### src/hdl/keyword_stream_counter_defines.svh
// Assertion macros for the keyword stream counter.
// No dependencies; taken in by the modules that carry assertions.
`ifndef KEYWORD_STREAM_COUNTER_DEFINES_SVH
`define KEYWORD_STREAM_COUNTER_DEFINES_SVH

`ifndef SYNTHESIS

// Same-cycle implication, checked outside reset.
`define KSC_ASSERT_IMPLY(label, clk, rst_n, ante, cons) \
    label: assert property (@(posedge clk) disable iff (!rst_n) (ante) |-> (cons)) \
        else $error("keyword_stream_counter: assertion failed");

// Next-cycle implication, checked outside reset.
`define KSC_ASSERT_NEXT(label, clk, rst_n, ante, cons) \
    label: assert property (@(posedge clk) disable iff (!rst_n) (ante) |=> (cons)) \
        else $error("keyword_stream_counter: assertion failed");

`else

`define KSC_ASSERT_IMPLY(label, clk, rst_n, ante, cons)
`define KSC_ASSERT_NEXT(label, clk, rst_n, ante, cons)

`endif

`endif

### src/hdl/kwsc_pkg.sv
// Shared types and constants of the keyword stream counter: keyword table,
// field widths and the controller-to-datapath command bundle. No dependencies.
`default_nettype none

package kwsc_pkg;

    localparam int CH_W     = 8;   // text byte
    localparam int IDX_W    = 4;   // keyword index field
    localparam int CNT_W    = 24;  // occurrence count field
    localparam int LEN_W    = 7;   // letters in the open word
    localparam int KW_SLOTS = 13;  // keywords in the built-in table
    localparam int KW_CHARS = 8;   // longest keyword
    localparam int POS_W    = 3;   // character position within a keyword
    localparam int OUT_W    = 32;  // output tdata, byte aligned

    localparam logic [CNT_W-1:0] COUNT_MAX = '1;

    // Sorted keyword table, padded with spaces; chars past the length are never compared.
    localparam logic [0:KW_CHARS-1][7:0] KW_TEXT [KW_SLOTS] = '{
        "auto    ", "break   ", "case    ", "char    ", "const   ",
        "continue", "default ", "define  ", "include ", "unsigned",
        "void    ", "volatile", "while   "
    };

    localparam logic [3:0] KW_LEN [KW_SLOTS] = '{
        4'd4, 4'd5, 4'd4, 4'd4, 4'd5, 4'd8, 4'd7, 4'd6, 4'd7, 4'd8, 4'd4, 4'd8, 4'd5
    };

    // Commands from the controller to the datapath.
    typedef struct packed {
        logic             byte_acc;  // text byte accepted
        logic             eot_acc;   // end of text accepted
        logic             rpt_load;  // load output register with one count
        logic             rpt_last;  // this load is the last of the report
        logic [IDX_W-1:0] rpt_idx;   // keyword being reported
    } t_ctrl_cmd;

endpackage

`default_nettype wire

### src/hdl/keyword_stream_counter.sv
// Top level of the keyword stream counter: stream ports, controller and datapath.
// Depends on kwsc_pkg, kwsc_ctrl and kwsc_dp.
//
//  Channel   | Dir | tdata (low bit up)                 | tuser          | tlast
//  ----------+-----+------------------------------------+----------------+------------
//  s_axis    | in  | [7:0] ch                           | -              | end_of_text
//  m_axis    | out | [3:0] keyword_index, [27:4] occur. | overflow_error | last
//
//  Timing: text bytes stream back to back while in the run state.
//  An end-of-text beat is followed by NUM_KEYWORDS report beats, one a cycle
//  while m_axis is ready; s_axis tready stays low until the last one is loaded
//  into the output register.
//  The single output register lets the next text start while the last beat waits.
//  Reset (synchronous, active low) clears word state, counts and the overflow flag.
//  m_axis backpressure stalls the report; no beat is dropped or repeated.
`default_nettype none

module keyword_stream_counter #(
    parameter int MAX_WORD     = 100,  // word length that flags overflow, 9..127
    parameter int NUM_KEYWORDS = 13    // table entries counted and reported, 1..13
) (
    input  wire logic                          i_clk,
    input  wire logic                          i_rst_n,
    // text in
    input  wire logic                          i_s_axis_tvalid,
    output logic                               o_s_axis_tready,
    input  wire logic [kwsc_pkg::CH_W-1:0]     i_s_axis_tdata,   // [7:0] ch
    input  wire logic                          i_s_axis_tlast,   // end_of_text
    // count report out
    output logic                               o_m_axis_tvalid,
    input  wire logic                          i_m_axis_tready,
    output logic      [kwsc_pkg::OUT_W-1:0]    o_m_axis_tdata,   // [3:0] keyword_index,
                                                                 // [27:4] occurrences
    output logic                               o_m_axis_tuser,   // [0] overflow_error
    output logic                               o_m_axis_tlast    // last
);

    kwsc_pkg::t_ctrl_cmd          cmd;
    logic [kwsc_pkg::IDX_W-1:0]   out_idx;
    logic [kwsc_pkg::CNT_W-1:0]   out_cnt;

    // run/report sequencing and the output valid flag
    kwsc_ctrl #(
        .NUM_KEYWORDS (NUM_KEYWORDS)
    ) u_ctrl (
        .i_clk       (i_clk),
        .i_rst_n     (i_rst_n),
        .i_in_valid  (i_s_axis_tvalid),
        .i_in_last   (i_s_axis_tlast),
        .o_in_ready  (o_s_axis_tready),
        .i_out_ready (i_m_axis_tready),
        .o_out_valid (o_m_axis_tvalid),
        .o_cmd       (cmd)
    );

    // word match, counts and output payload
    kwsc_dp #(
        .MAX_WORD     (MAX_WORD),
        .NUM_KEYWORDS (NUM_KEYWORDS)
    ) u_dp (
        .i_clk   (i_clk),
        .i_rst_n (i_rst_n),
        .i_cmd   (cmd),
        .i_ch    (i_s_axis_tdata),
        .o_idx   (out_idx),
        .o_count (out_cnt),
        .o_ovf   (o_m_axis_tuser),
        .o_last  (o_m_axis_tlast)
    );

    assign o_m_axis_tdata = {
        {(kwsc_pkg::OUT_W - kwsc_pkg::CNT_W - kwsc_pkg::IDX_W){1'b0}}, out_cnt, out_idx
    };

endmodule

`default_nettype wire

### src/hdl/kwsc_ctrl.sv
// Controller of the keyword stream counter: run/report state machine,
// report index and output valid. Uses kwsc_pkg and the assertion macros.
`default_nettype none

`include "keyword_stream_counter_defines.svh"

module kwsc_ctrl #(
    parameter int NUM_KEYWORDS = 13
) (
    input  wire logic               i_clk,
    input  wire logic               i_rst_n,
    input  wire logic               i_in_valid,
    input  wire logic               i_in_last,
    output logic                    o_in_ready,
    input  wire logic               i_out_ready,
    output logic                    o_out_valid,
    output kwsc_pkg::t_ctrl_cmd     o_cmd
);

    localparam int IW = (NUM_KEYWORDS > 1) ? $clog2(NUM_KEYWORDS) : 1;

    typedef enum logic [1:0] {
        S_RUN    = 2'b01,
        S_REPORT = 2'b10
    } t_state;

    t_state        r_state, n_state;
    logic [IW-1:0] r_idx, n_idx;
    logic          r_out_vld, n_out_vld;

    logic accept;
    logic load;
    logic idx_last;

    assign o_in_ready  = (r_state == S_RUN);
    assign o_out_valid = r_out_vld;

    assign accept   = i_in_valid && o_in_ready;
    // the output register frees up when empty or when its beat is taken
    assign load     = (r_state == S_REPORT) && (!r_out_vld || i_out_ready);
    assign idx_last = (r_idx == IW'(NUM_KEYWORDS - 1));

    always_comb begin
        o_cmd.byte_acc = accept && !i_in_last;
        o_cmd.eot_acc  = accept && i_in_last;
        o_cmd.rpt_load = load;
        o_cmd.rpt_last = load && idx_last;
        o_cmd.rpt_idx  = kwsc_pkg::IDX_W'(r_idx);
    end

    always_comb begin
        n_state = r_state;
        n_idx   = r_idx;
        unique case (r_state)
            S_RUN: begin
                if (accept && i_in_last) begin
                    n_state = S_REPORT;
                    n_idx   = '0;
                end
            end
            S_REPORT: begin
                if (load) begin
                    if (idx_last) begin
                        n_state = S_RUN;
                        n_idx   = '0;
                    end else begin
                        n_idx = r_idx + 1'b1;
                    end
                end
            end
            default: begin
                n_state = S_RUN;
                n_idx   = '0;
            end
        endcase
    end

    always_comb begin
        if (load) begin
            n_out_vld = 1'b1;
        end else if (i_out_ready) begin
            n_out_vld = 1'b0;
        end else begin
            n_out_vld = r_out_vld;
        end
    end

    always_ff @(posedge i_clk) begin
        if (!i_rst_n) begin
            r_state   <= S_RUN;
            r_idx     <= '0;
            r_out_vld <= 1'b0;
        end else begin
            r_state   <= n_state;
            r_idx     <= n_idx;
            r_out_vld <= n_out_vld;
        end
    end

    `KSC_ASSERT_NEXT(a_eot_starts_report, i_clk, i_rst_n, o_cmd.eot_acc, (r_state == S_REPORT) && (r_idx == '0))
    `KSC_ASSERT_NEXT(a_last_ends_report, i_clk, i_rst_n, o_cmd.rpt_last, (r_state == S_RUN) && r_out_vld)
    `KSC_ASSERT_IMPLY(a_idx_in_range, i_clk, i_rst_n, r_state == S_REPORT, r_idx <= IW'(NUM_KEYWORDS - 1))

endmodule

`default_nettype wire

### src/hdl/kwsc_dp.sv
// Datapath of the keyword stream counter: word tracking, parallel keyword
// match, per-keyword saturating counts and the output register. Uses kwsc_pkg.
`default_nettype none

module kwsc_dp #(
    parameter int MAX_WORD     = 100,
    parameter int NUM_KEYWORDS = 13
) (
    input  wire logic                          i_clk,
    input  wire logic                          i_rst_n,
    input  wire kwsc_pkg::t_ctrl_cmd           i_cmd,
    input  wire logic [kwsc_pkg::CH_W-1:0]     i_ch,
    output logic      [kwsc_pkg::IDX_W-1:0]    o_idx,
    output logic      [kwsc_pkg::CNT_W-1:0]    o_count,
    output logic                               o_ovf,
    output logic                               o_last
);

    localparam int IW = (NUM_KEYWORDS > 1) ? $clog2(NUM_KEYWORDS) : 1;

    logic [kwsc_pkg::LEN_W-1:0] r_word_len, n_word_len;
    logic [NUM_KEYWORDS-1:0]    r_alive, n_alive;
    logic                       r_ovf;
    logic [kwsc_pkg::CNT_W-1:0] r_cnt [NUM_KEYWORDS];

    logic [kwsc_pkg::IDX_W-1:0] r_out_idx;
    logic [kwsc_pkg::CNT_W-1:0] r_out_cnt;
    logic                       r_out_ovf;
    logic                       r_out_last;

    logic                       is_letter;
    logic                       word_open;
    logic                       finish;
    logic                       count_ok;
    logic [NUM_KEYWORDS-1:0]    hit;

    assign is_letter = ((i_ch >= 8'h41) && (i_ch <= 8'h5A)) ||
                       ((i_ch >= 8'h61) && (i_ch <= 8'h7A));
    assign word_open = (r_word_len != '0);

    // a word closes on a separator or at end of text; after overflow only end of text closes it
    assign finish   = i_cmd.eot_acc ||
                      (i_cmd.byte_acc && !r_ovf && !is_letter && word_open);
    assign count_ok = finish && word_open && !r_ovf;
    assign n_word_len = r_word_len + 1'b1;

    always_comb begin
        for (int k = 0; k < NUM_KEYWORDS; k++) begin
            n_alive[k] = r_alive[k] &&
                         (r_word_len < kwsc_pkg::LEN_W'(kwsc_pkg::KW_LEN[k])) &&
                         (kwsc_pkg::KW_TEXT[k][r_word_len[kwsc_pkg::POS_W-1:0]] == i_ch);
            hit[k]     = count_ok && r_alive[k] &&
                         (kwsc_pkg::LEN_W'(kwsc_pkg::KW_LEN[k]) == r_word_len);
        end
    end

    always_ff @(posedge i_clk) begin
        if (!i_rst_n) begin
            r_word_len <= '0;
            r_alive    <= '1;
            r_ovf      <= 1'b0;
            for (int k = 0; k < NUM_KEYWORDS; k++) begin
                r_cnt[k] <= '0;
            end
        end else begin
            if (i_cmd.eot_acc) begin
                r_word_len <= '0;
                r_alive    <= '1;
            end else if (i_cmd.byte_acc && !r_ovf) begin
                if (is_letter) begin
                    r_alive    <= n_alive;
                    r_word_len <= n_word_len;
                    if (n_word_len >= kwsc_pkg::LEN_W'(MAX_WORD)) begin
                        r_ovf <= 1'b1;
                    end
                end else if (word_open) begin
                    r_word_len <= '0;
                    r_alive    <= '1;
                end
            end
            if (i_cmd.rpt_last) begin
                r_ovf <= 1'b0;
            end
            // counts are cleared as they are read out
            for (int k = 0; k < NUM_KEYWORDS; k++) begin
                if (hit[k]) begin
                    if (r_cnt[k] != kwsc_pkg::COUNT_MAX) begin
                        r_cnt[k] <= r_cnt[k] + 1'b1;
                    end
                end else if (i_cmd.rpt_load &&
                             (i_cmd.rpt_idx == kwsc_pkg::IDX_W'(k))) begin
                    r_cnt[k] <= '0;
                end
            end
        end
    end

    always_ff @(posedge i_clk) begin
        if (i_cmd.rpt_load) begin
            r_out_idx  <= i_cmd.rpt_idx;
            r_out_cnt  <= r_cnt[i_cmd.rpt_idx[IW-1:0]];
            r_out_ovf  <= r_ovf;
            r_out_last <= i_cmd.rpt_last;
        end
    end

    assign o_idx   = r_out_idx;
    assign o_count = r_out_cnt;
    assign o_ovf   = r_out_ovf;
    assign o_last  = r_out_last;

endmodule

`default_nettype wire
### config.mk
export PLATFORM = sky130hd
export DESIGN_NAME = keyword_stream_counter
export DESIGN_NICKNAME = d
export VERILOG_FILES = /design/src/hdl/kwsc_pkg.sv /design/src/hdl/keyword_stream_counter.sv /design/src/hdl/kwsc_ctrl.sv /design/src/hdl/kwsc_dp.sv
export VERILOG_INCLUDE_DIRS = /design/src /design/src/hdl
export SDC_FILE = /design/constraint.sdc
export NUM_CORES = 1
export LEC_CHECK = 0
export BUFFER_PORTS_ARGS = -buffer_cell sky130_fd_sc_hd__buf_4
export CAP_MARGIN = 30
export CORE_MARGIN = 4
export CORE_UTILIZATION = 30
export CTS_BUF_LIST = sky130_fd_sc_hd__clkbuf_8
export CTS_CLUSTER_DIAMETER = 30
export CTS_CLUSTER_SIZE = 28
export DETAILED_ROUTE_END_ITERATION = 16
export PLACE_DENSITY = 0.42
export SKIP_LAST_GASP = 1
export SLEW_MARGIN = 20
export SYNTH_ARGS = -nofsm -noshare
export SYNTH_HDL_FRONTEND = slang
export SYNTH_SLANG_ARGS = --single-unit
### constraint.sdc
create_clock -name i_clk -period 10.7 [get_ports i_clk]
set_input_delay 2.14 -clock i_clk [delete_from_list [all_inputs] [get_ports i_clk]]
set_output_delay 2.14 -clock i_clk [all_outputs]
set_load 0.005 [all_outputs]
* Yosys cells after proc, flatten, opt, wreduce, memory -nomap -nowiden
Memory sizes are Yosys's and may differ from the RTL's. A register that Yosys moved wholly into a read port is not among the register bits.
Index checks and enable logic that the tools add are counted.
** Word-level totals
- Input bits :: 13
- Logic and storage cells :: 390
- Memory bits (writable) :: 312
- Register bits after elaboration :: 34
- Memories kept :: 14
- Bits in read-only memories :: 832
** Operators by class
- Reduce and logical (&&, ||, !) cells :: 93
- Equal/unequal tests :: 48
- Bitwise logic cells :: 29
- Multiplexer cells :: 171
- Add/subtract/negate cells :: 15
- Order comparisons :: 11
** Memories
- u_dp.r_cnt :: depth 13, bits a word 24, rd ports 14, clocked after memory_dff 1, wr ports 13, RTL line kwsc_dp.sv:24 : logic [kwsc_pkg::CNT_W-1:0] r_cnt [NUM_KEYWORDS];
- (name not given) :: depth 8, bits a word 8, rd ports 1, clocked after memory_dff 0, wr ports 0, RTL line kwsc_dp.sv:51 : (kwsc_pkg::KW_TEXT[k][r_word_len[kwsc_pkg::POS_W-1:0]] == i_ch);
- (name not given) :: depth 8, bits a word 8, rd ports 1, clocked after memory_dff 0, wr ports 0, RTL line kwsc_dp.sv:51
- (name not given) :: depth 8, bits a word 8, rd ports 1, clocked after memory_dff 0, wr ports 0, RTL line kwsc_dp.sv:51
- (name not given) :: depth 8, bits a word 8, rd ports 1, clocked after memory_dff 0, wr ports 0, RTL line kwsc_dp.sv:51
- (name not given) :: depth 8, bits a word 8, rd ports 1, clocked after memory_dff 0, wr ports 0, RTL line kwsc_dp.sv:51
- +8 memories
** Operators by type and width (count)
- 2-to-1 mux 24 bit :: 26
- adder 24 x 1 -> 24 bit (second input constant) :: 13
- inequality test 24 bit (second input constant) :: 13
- 2-to-1 mux 8 bit :: 26
- 2-to-1 mux 1 bit :: 107
- equality test 8 bit :: 13
- logical AND 1 bit :: 76
- equality test 3 x 7 -> 1 bit (first input constant) :: 4
- < comparator 7 x 3 -> 1 bit (second input constant) :: 4
- 2-to-1 mux 13 bit :: 2
- OR 1 bit :: 26
- equality test 4 bit (second input constant) :: 5
- equality test 4 x 3 -> 1 bit (second input constant) :: 4
- >= comparator 8 x 7 -> 1 bit (second input constant) :: 2
- <= comparator 8 x 7 -> 1 bit (second input constant) :: 2
- 2-to-1 mux 7 bit :: 2
- 2-to-1 mux 4 bit :: 3
- equality test 4 x 2 -> 1 bit (second input constant) :: 2
- case mux 4 bit (2 select lines) :: 1
- adder 7 x 1 -> 7 bit (second input constant) :: 1
- equality test 4 x 7 -> 1 bit (first input constant) :: 1
- >= comparator 7 bit (second input constant) :: 1
- < comparator 7 x 4 -> 1 bit (second input constant) :: 1
- nonzero test 7 bit :: 1
- other kinds (18) :: 31

* Longest topological paths before layout
Gate-level depths: netlist of run 1.
- Depth after elaboration :: 16
- Depth in mapped cells :: 10
- Mapped depth without buffers :: 8

* Modules after synthesis
A second synthesis of run 1 with hierarchy kept.
** Second synthesis, totals
- Cell total of the unflattened synthesis :: 2125
- Area, all modules :: 23118.4 um^2
** By module, submodules not included
- kwsc_dp :: cells each 2075, area an instance 22676.7 um^2, times used 1, seq. area each 10690.3 um^2
- kwsc_ctrl :: cells each 45, area an instance 407.9 um^2, times used 1, seq. area each 140.1 um^2
- keyword_stream_counter :: cells each 5, area an instance 33.8 um^2, times used 1, seq. area each 0.0 um^2

* Worst setup path before layout of run 1
No wires, ideal clock.
- Path type :: input port to flip-flop
- Start :: input i_s_axis_tdata[1] (netlist name)
- End :: memory u_dp.r_cnt[9][0] (netlist name), enable pin
- Arrival :: 6174 ps
- Data required time :: 10210 ps
- Stages on the path :: 6
- Setup slack :: 4035 ps
- Cells stage by stage :: clkbuf_2 > or2_4 > o41ai_4 > o21ai_2 > buf_2 > o311ai_0
** RTL lines
- start, declared :: RTL line keyword_stream_counter.sv:27 : input wire logic [kwsc_pkg::CH_W-1:0] i_s_axis_tdata,
- end, declared :: RTL line kwsc_dp.sv:24

==> run metrics, run 1 <==
CTS tree done; Syn Inst Count 2084; number of flops mapped to enable cells by yosys 342; largest net degree at the start of global routing 52; Antenna Violating Nets Remaining 0; post-CTS setup buffer count 0; antenna violations before repair 3; GR Overflow Total 0; simple-gate share of the synthesized area 21.62%; number of buffers between clock root and the deepest sink 3; largest fanout on the critical path 26; Max-slew headroom 39.50%; FF-to-FF setup slack 6.83 ns; area overhead of the layout relative to synthesis 18.02%; critical path endpoint u_dp.r_cnt[2][1]; maximum clock skew at final layout 0.07390 ns; 1st-iter DRT viols 1328; Crit path depth 7; sum of routed wire length over all layers 70800 µm; number of hold-slack violations in the final timing report 0; summed negative setup slack over all endpoints 0 ns; adder-cell share of the synthesized area 1.549%; number of cell instances on the worst register-to-register path 6; kind of path behind the tightest hold check flip-flop to flip-flop; clk sinks 370; estimated wirelength of the detail-placed design 51800 µm; Most common cell on crit path sky130_fd_sc_hd__buf_4; outcome finished clean; shortest clock period the worst path allows after layout 4.737 ns; starting density of the core 30.32%; total routing usage reported by global routing 17.52%; Cell Rows 100; met3 wire length 4197 µm; fraction of registers with async set or reset after synthesis 0%; H-tree lvl count 3; via/cell ratio 5.247; Power per Cell Area 164.1 nW/µm²; Final Max Slew Viols 0; fraction of the yosys area taken by sequential cells 47.90%; number of global-route vias before repair 16520; number of synthesis warnings 0; clock slew at the register clock pins of the worst setup and hold paths 0.05 ns; overall via count from detail_route 17020; Die ar. 79820 µm²; number of different library cells in the post-synthesis netlist 84; dominant synthesized flop cell sky130_fd_sc_hd__edfxtp_1; fraction of final layout cells with drive strength greater than 1 16.71%; Max stage delay cell, worst path sky130_fd_sc_hd__a311o_1; routability congestion estimate 0.8185; die width 282.5 µm; number of buffers added by the clock tree synthesis step 117; met1 wire length 33490 µm; number of gates given a new drive strength after cts 0; count of max-cap constraint violations 0; Worst VDD drop 0.08950 mV; DRC viols 0; number of buffers and inverters on the critical path 2; nets@finish 2216; complex-gate fraction of the synthesized area 3.663%; beginning of the worst register-to-register path u_ctrl.r_idx[1]; cell-by-cell trace of the critical path buf_4 -> a21oi_1 -> o21ai_0 -> o21ai_2 -> buf_4 -> a311o_1 -> nand3_2; setup repair after global routing missed its margin false; # IOs 49; number of stages on the worst hold path 1; Crit path max-delay family compound AO/OA/AOI/OAI gates; Setup Crit Path Kind input port to flip-flop; XOR/XNOR Fraction of Synth Area 12.28%; CP Data Arrival Time 4.98 ns; worst slew pin tran 0.9075 ns; hold slack 0.4906 ns; Worst Setup Start Kind input port; Crit path required time 10.94 ns; uppermost metal layer occupied by signal nets met4; CTS Root Buffer Type sky130_fd_sc_hd__clkbuf_8; FF-to-FF End u_dp.r_cnt[10][3]; mux share of post-synthesis cell area 9.872%; Die H 282.5 µm; Final Worst Setup Slack 5.963 ns; wire length of the first global-routing pass 106000 µm; start point of the critical path i_s_axis_tdata[0]; portion of the clock cycle consumed by the worst path in the final layout 44.28%; Final Util 35.78%; cts hold-fix bufs 0; met2 WL post-DR 32060 µm; clock latency on the worst-skew pair 0.73 ns; Syn Area/Cell 10.85 µm²; main combinational cell family by area after synthesis simple AND/OR/NAND/NOR gates; longest individual stage delay on the worst path 0.78 ns; Buffers on Ports 44; worst slack at placement 5.141 ns; setup violators final 0; detail-routed net length per standard cell 21.83 µm; leakage power total 8.762 nW; Max Clk Rate 211.1 MHz; floorplan core area 74570 µm²; critical path endpoint category flip-flop; number of search-and-repair iterations in the first detailed-routing pass 5; flip-flop and latch count after synthesis 370; Synth Cell Area 22610 µm²
placed cells by master (no fill, tap or decap), types with 5 or more instances in the layout:
cell	n
sky130_fd_sc_hd__nor2_1	377
sky130_fd_sc_hd__clkinv_2	18
sky130_fd_sc_hd__xor2_1	188
sky130_fd_sc_hd__nand3b_1	5
sky130_fd_sc_hd__nor4_1	13
sky130_fd_sc_hd__edfxtp_1	342
sky130_fd_sc_hd__nand2_1	128
sky130_fd_sc_hd__nand2b_1	7
sky130_fd_sc_hd__bufinv_16	21
sky130_fd_sc_hd__nor3b_1	6
sky130_fd_sc_hd__or3_1	6
sky130_fd_sc_hd__and4_1	43
sky130_fd_sc_hd__a21oi_1	19
sky130_fd_sc_hd__clkbuf_8	122
sky130_fd_sc_hd__and3_1	43
sky130_fd_sc_hd__nand4b_1	5
sky130_fd_sc_hd__mux4_2	96
sky130_fd_sc_hd__or2_2	7
sky130_fd_sc_hd__o21ai_0	20
sky130_fd_sc_hd__xnor2_1	129
sky130_fd_sc_hd__mux2i_1	7
sky130_fd_sc_hd__buf_4	74
sky130_fd_sc_hd__a311o_1	6
sky130_fd_sc_hd__inv_1	72
sky130_fd_sc_hd__and2_1	10
sky130_fd_sc_hd__nor2b_1	17
sky130_fd_sc_hd__nand4_1	95
sky130_fd_sc_hd__clkinv_1	31
sky130_fd_sc_hd__or4_1	6
sky130_fd_sc_hd__dfxtp_1	25
sky130_fd_sc_hd__nand3_1	134
sky130_fd_sc_hd__ha_1	28
sky130_fd_sc_hd__clkinvlp_4	6
sky130_fd_sc_hd__nor3_1	61
through the flow:
step / std cells / instance area (µm²) / total power [mW]
6_report: 3244 / 26680 / 4.379
5_1_grt: 3244 / 26680 / 4.551
4_1_cts: 3238 / 26640 / 4.434
3_5_place_dp: 3020 / 23970 / 2.023
3_3_place_gp: 3018 / 23920 / 2.022
2_1_floorplan: 2087 / 22620 / 1.901
Yosys cell counts, drive strengths merged (4+ instances only):
library cell    n  area [µm²]
a21oi          19       95.09
a221o           4       40.04
a311o           6       60.06
a311oi          4       35.03
and2           10       62.56
and3           43       269.0
and4           43       376.6
buf            49       259.0
clkbuf         62       235.2
dfxtp          28       560.5
edfxtp        342       10270
ha             28       350.3
inv            54       202.7
mux2i           7       70.07
mux4           96        2162
nand2         128       480.5
nand2b          7       43.79
nand3         138       690.7
nand3b          5       37.54
nand4          95       594.3
nand4b          6       67.56
nor2          377        1415
nor2b          17       106.4
nor3           61       305.3
nor3b           6       45.04
nor4           16       106.4
nor4b           5       50.04
o211ai          4       30.03
o21ai          22       113.9
or2             9       58.81
or3             6       37.54
or3b            4       35.04
or4             7       56.30
xnor2         129        1130
xor2          188        1647
power breakdown:
part | total, mW | switching [mW] | internal (mW)
combinational | 0.268 | 0.155 | 0.113
sequential | 1.73 | 0.0881 | 1.64
clock | 2.38 | 0.823 | 1.56
total | 4.38 | 1.07 | 3.31
cell families after synthesis:
group | count (synthesis)
AND/OR/NAND/NOR | 988
XOR/XNOR | 317
buffers and inverters | 166
AO/OA/AOI/OAI | 111
other | 1
multiplexers | 103
flip-flops | 370
adder cells (fa/ha/maj) | 28
state kept, by name, indices dropped and copies added, names as in the netlist:
| name | cells |
|---|---|
| u_dp.o_ovf | 1 |
| u_dp.o_idx | 4 |
| u_dp.o_last | 1 |
| u_ctrl.r_idx | 4 |
| u_dp.r_word_len | 7 |
| u_ctrl.o_out_valid | 1 |
| u_dp.o_count | 24 |
| u_dp.r_cnt | 312 |
| u_dp.r_alive | 13 |
| u_ctrl.r_state | 2 |
| u_dp.r_ovf | 1 |
layer usage:
layer / up-vias / GRT usage [%]
met5: - / 0
met4: 0 / 4.026
met3: 92 / 3.433
met2: 510 / 27.15
met1: 8514 / 25.41
li1: 7904 / -
cell type report:
cell class,count,area [µm²]
fill,7422,47890
multi-input combinational,1551,11140
sequential,370,10840
clock buffer,122,1679
tap,969,1212
clock inverter,96,987.2
timing repair buffer,80,614.3
inverter,55,206.4
antenna,1,2.502
worst min path at each step:
stage                startpoint          endpoint  slack (ns)
2_1_floorplan   u_ctrl.r_idx[3]     u_dp.o_idx[3]        0.42
3_3_place_gp    u_dp.r_alive[2]   u_dp.r_alive[2]        0.50
3_5_place_dp   u_dp.r_alive[10]  u_dp.r_alive[10]        0.50
4_1_cts         u_dp.r_alive[3]   u_dp.r_alive[3]        0.51
5_1_grt         u_dp.r_alive[3]   u_dp.r_alive[3]        0.54
6_report        u_dp.r_alive[3]   u_dp.r_alive[3]        0.49
Note: power is estimated with default switching activity, not from simulation.
==> inputs of run 2 (changes only) <==
Clock period 10.7 ns to 4.6 ns, I/O delays scaled along.
==> run metrics, run 2 (synthesis gave the netlist of run 1 again) <==
worst slew pin tran 1.036 ns; number of global-route vias before repair 16600; number of search-and-repair iterations in the first detailed-routing pass 5; sum of routed wire length over all layers 71450 µm; CTS Root Buffer Type sky130_fd_sc_hd__clkbuf_8; Crit path required time 5.04 ns; clock slew at the register clock pins of the worst setup and hold paths 0.05 ns; commonest non-fill, non-tap cells in the layout sky130_fd_sc_hd__nor2_1, sky130_fd_sc_hd__edfxtp_1, sky130_fd_sc_hd__xor2_1, sky130_fd_sc_hd__nand3_1, sky130_fd_sc_hd__xnor2_1; die width 282.5 µm; Buffers on Ports 44; count of filler cells inserted in the layout 7448; Max-slew headroom 30.96%; Worst VDD drop 0.2479 mV; number of gates given a new drive strength after cts 0; number of hold-slack violations in the final timing report 0; DRC viols 0; Cell Area, Placed 24090 µm²; post-CTS setup buffer count 0; CTS tree done; cts hold-fix bufs 0; setup violators final 0; count of max-cap constraint violations 0; number of cell instances on the worst register-to-register path 7; hold wc startpoint u_dp.r_alive[10]; starting density of the core 30.32%; GR Overflow Total 0; most common cell after layout, fill and taps aside sky130_fd_sc_hd__nor2_1; setup repair after global routing missed its margin false; end of the worst hold path u_dp.r_alive[10]; beginning of the worst register-to-register path u_dp.r_cnt[9][0]; area overhead of the layout relative to synthesis 17.12%; Die ar. 79820 µm²; kind of path behind the tightest hold check flip-flop to flip-flop; critical path endpoint category flip-flop; FF-to-FF setup slack 1.29 ns; final instance count without filler cells 3239; Die H 282.5 µm; floorplan core area 74570 µm²; largest reg by FF count u_dp.r_cnt; clk sinks 370; # IOs 49; total routing usage reported by global routing 17.81%; estimated wirelength of the detail-placed design 52290 µm; Antenna Violating Nets Remaining 0; H-tree lvl count 3; largest net degree at the start of global routing 47; Setup Crit Path Kind flip-flop to flip-flop; routability congestion estimate 0.8453; Max Clk Rate 302.5 MHz; shortest clock period the worst path allows after layout 3.305 ns; largest fanout on the critical path 13; number of buffers between clock root and the deepest sink 3; number of stages on the worst hold path 2; via/cell ratio 5.266; Worst Setup Start Kind flip-flop; detail-routed net length per standard cell 22.06 µm; 1st-iter DRT viols 1321; cell count after placement 3035; wire length of the first global-routing pass 107600 µm; CP Data Arrival Time 3.75 ns; maximum clock skew at final layout 0.03651 ns; max reg flops 312; summed negative setup slack over all endpoints 0 ns; number of buffers added by the clock tree synthesis step 106; antenna violations before repair 1; FF-to-FF End u_dp.r_cnt[9][6]; Final Max Slew Viols 0; overall via count from detail_route 17060; portion of the clock cycle consumed by the worst path in the final layout 71.86%; Cell Rows 100; clock latency on the worst-skew pair 0.70 ns; Power per Cell Area 365.3 nW/µm²; leakage power total 8.685 nW; total power draw 9.674 mW; Non-Filler Cell Area, Final 26480 µm²; nets@finish 2217; fraction of final layout cells with drive strength greater than 1 17.01%; outcome finished clean
[run 2: worst max-delay path by stage]
stage	from	slack [ns]	cells after the start	end
after global routing	u_dp.r_cnt[9][0]	1.05	7	u_dp.r_cnt[9][7]
final	u_dp.r_cnt[9][0]	1.29	7	u_dp.r_cnt[9][6]
after detailed placement	i_s_axis_tdata[3]	0.74	9	u_dp.r_cnt[5][0]
after CTS	u_dp.r_cnt[9][0]	1.07	6	u_dp.r_cnt[9][18]
after floorplan	i_s_axis_tdata[1]	0.17	6	u_dp.r_cnt[9][0]
after global placement	u_dp.r_cnt[9][0]	0.22	6	u_dp.r_cnt[9][4]
[run 2: report_power, final]
group	switching, mW	leakage, nW	internal (mW)
sequential	0.213	3.72	3.82
combinational	0.351	3.68	0.268
clock	1.93	1.29	3.10
total	2.49	8.68	7.18
[run 2: layer usage]
layer  global-route usage, %  wire (µm)
met1                   25.51      33450
met2                   27.82      32540
met3                   2.880       3880
met4                   5.428       1581
met5                       0          0
[run 2: cell type report]
cell class	count	area, µm²	area share [%]
Multi-Input combinational cell	1551	11140	42.06
Sequential cell	370	10840	40.93
Clock buffer	106	1459	5.509
Tap cell	969	1212	4.578
Clock inverter	95	913.4	3.449
Timing Repair Buffer	92	709.4	2.679
Inverter	55	206.4	0.7796
Antenna cell	1	2.502	0.009450
[run 2: metrics by stage]
step,util [%],hold slack [ns],worst slack (ns)
floorplan,-,0.4203,0.1735
global placement,32.26,0.4948,0.2221
detailed placement,32.31,0.4902,0.7418
CTS,35.49,0.4897,1.069
global route,35.51,0.5366,1.047
finish,35.51,0.5095,1.295
[run 2: worst max-delay path, cell delays in order (launching register included)]
cell,delay (ns)
sky130_fd_sc_hd__edfxtp_1,0.49
sky130_fd_sc_hd__ha_1,0.30
sky130_fd_sc_hd__inv_1,0.07
sky130_fd_sc_hd__or4_1,0.70
sky130_fd_sc_hd__o41ai_2,0.59
sky130_fd_sc_hd__or3b_1,0.59
sky130_fd_sc_hd__buf_6,0.23
sky130_fd_sc_hd__nor2_1,0.06
==> inputs of run 3 (changes only) <==
Clock period 4.6 ns to 3.3 ns, I/O delays scaled along.
==> run metrics, run 3 (synthesis gave the netlist of run 1 again) <==
total power draw 13.02 mW; number of buffers and inverters on the critical path 1; Worst VDD drop 0.2473 mV; reported net switching power 3.459 mW; DRC viols 0; global-route met1 utilization 25.69%; Max Clk Rate 340.6 MHz; largest net degree at the start of global routing 40; CTS tree done; max reg flops 312; Internal Power 9.559 mW; clock latency on the worst-skew pair 0.70 ns; Sw Ratio 26.57%; floorplan core area 74570 µm²; nets@finish 2245; cell-by-cell trace of the critical path or4_4 -> nor4b_2 -> o41ai_2 -> or3b_1 -> buf_4 -> nor2_1; overall via count from detail_route 17090; beginning of the worst register-to-register path u_dp.r_word_len[0]; 1st-iter DRT viols 1553; final instance count without filler cells 3259; setup repair after global routing missed its margin false; Clk network pwr share 49.9%; global-route met3 utilization 2.674%; Power per Cell Area 488.4 nW/µm²; number of cell instances on the worst register-to-register path 6; CP Data Arrival Time 3.47 ns; estimated wirelength of the detail-placed design 52650 µm; outcome finished clean; proportion of power drawn by flip-flops and latches 43.0%; Final Max Slew Viols 0; Buffers on Ports 44; largest reg by FF count u_dp.r_cnt; Die ar. 79820 µm²; Antenna Violating Nets Remaining 0; Worst Setup Start Kind flip-flop; FF-to-FF setup slack 0.36 ns; fraction of final layout cells with drive strength greater than 1 17.57%; Crit path required time 3.83 ns; cell count after placement 3068; starting density of the core 30.32%; kind of path behind the tightest hold check input port to flip-flop; count of filler cells inserted in the layout 7444; number of buffers between clock root and the deepest sink 3; detail-routed net length per standard cell 21.76 µm; cts hold-fix bufs 0; end of the worst hold path u_ctrl.r_state[1]; count of max-cap constraint violations 0; FF-to-FF End u_dp.r_cnt[9][4]; setup violators final 0; GR met2 Demand/Resource 27.49%; hold wc startpoint i_s_axis_tvalid; wire length of the first global-routing pass 106600 µm; Setup Crit Path Kind flip-flop to flip-flop; Max stage delay cell, worst path sky130_fd_sc_hd__nor4b_2; number of stages on the worst hold path 3; Crit path max-delay family simple AND/OR/NAND/NOR gates; longest individual stage delay on the worst path 0.65 ns; clk sinks 370; number of hold-slack violations in the final timing report 0; largest fanout on the critical path 24; worst slew pin tran 0.7858 ns; maximum clock skew at final layout 0.05159 ns; shortest clock period the worst path allows after layout 2.936 ns; clock slew at the register clock pins of the worst setup and hold paths 0.06 ns; post-CTS setup buffer count 0; routability congestion estimate 0.8354; CTS Root Buffer Type sky130_fd_sc_hd__clkbuf_8; total routing usage reported by global routing 17.64%; # IOs 49; H-tree lvl count 3; Max-slew headroom 47.42%; Die H 282.5 µm; sum of routed wire length over all layers 70920 µm; via/cell ratio 5.245; leakage power total 8.743 nW; most common cell after layout, fill and taps aside sky130_fd_sc_hd__nor2_1; Most Used Layer, Global Route met2; commonest non-fill, non-tap cells in the layout sky130_fd_sc_hd__nor2_1, sky130_fd_sc_hd__edfxtp_1, sky130_fd_sc_hd__xor2_1, sky130_fd_sc_hd__nand3_1, sky130_fd_sc_hd__xnor2_1; number of global-route vias before repair 16530; number of search-and-repair iterations in the first detailed-routing pass 5; portion of the clock cycle consumed by the worst path in the final layout 88.97%; number of gates given a new drive strength after cts 0; area overhead of the layout relative to synthesis 17.87%; die width 282.5 µm; Logic pwr share 7.2%; number of buffers added by the clock tree synthesis step 103; critical path endpoint category flip-flop; Cell Rows 100; antenna violations before repair 2; GR Overflow Total 0
run 3: changes by cell type in the layout (fill, tap and decap cells not counted), sizes merged:
| cell | delta |
|---|---|
| clkinv | -2 |
| diode | +1 |
| bufinv | -6 |
| clkinvlp | +1 |
| inv | -5 |
| buf | +31 |
run 3: how the worst max path moves through the flow:
stage	start	to	slack (ns)	cells after the start
after global routing	u_dp.r_word_len[0]	u_dp.r_cnt[9][17]	0.23	6
final	u_dp.r_word_len[0]	u_dp.r_cnt[9][4]	0.36	6
after detailed placement	i_s_axis_tdata[3]	u_dp.r_cnt[6][0]	0.23	9
after global placement	i_s_axis_tdata[6]	u_dp.r_cnt[3][2]	0.03	7
after floorplan	i_s_axis_tdata[1]	u_dp.r_cnt[11][0]	-0.29	7
after CTS	u_dp.r_cnt[9][0]	u_dp.r_cnt[9][4]	0.24	7
run 3: stage by stage:
step / util [%] / worst slack (ns) / hold WS [ns] / setup TNS (ns) / instance area [µm²]
final: 35.74 / 0.3641 / 0.3244 / 0 / 26650
after global routing: 35.74 / 0.2346 / 0.3002 / 0 / 26650
after CTS: 35.72 / 0.2366 / 0.2659 / 0 / 26640
after detailed placement: 32.80 / 0.2287 / 0.4480 / 0 / 24460
after global placement: 32.79 / 0.03210 / 0.4411 / 0 / 24450
after floorplan: - / -0.2913 / 0.4203 / -15.55 / 22630
run 3: power by group through the flow:
stage                     sequential (mW)  combinational (mW)  clock, mW
final                                5.59               0.934       6.49
after global routing                 5.61                1.01       6.95
after CTS                            5.58               0.947       6.68
after detailed placement             5.67               0.943          0
after global placement               5.67               0.934          0
after floorplan                      5.56               0.607          0
run 3: area by class of cell:
cell class,count,area [µm²],area share [%]
multi-input cells,1551,11130,41.78
flip-flops and latches,370,10840,40.67
clock buffers,106,1459,5.474
well taps,969,1212,4.549
repair buffers,123,1074,4.028
clock inverters,83,721.9,2.709
inverters,55,206.4,0.7746
diodes,2,5.005,0.01878
run 3: per-layer routing:
layer	share of wire (%)	routed length (µm)
met5	0.018	13
met4	1.9	1334
met3	5.5	3888
met2	45	32020
met1	47	33660
run 3: worst min-delay path: cells and delay by family:
family / cells / cell delay, ns
AOI/OAI and AO/OA: 1 / 0.09
and+or+nand+nor: 1 / 0.11
buffers and inverters: 1 / 0.11
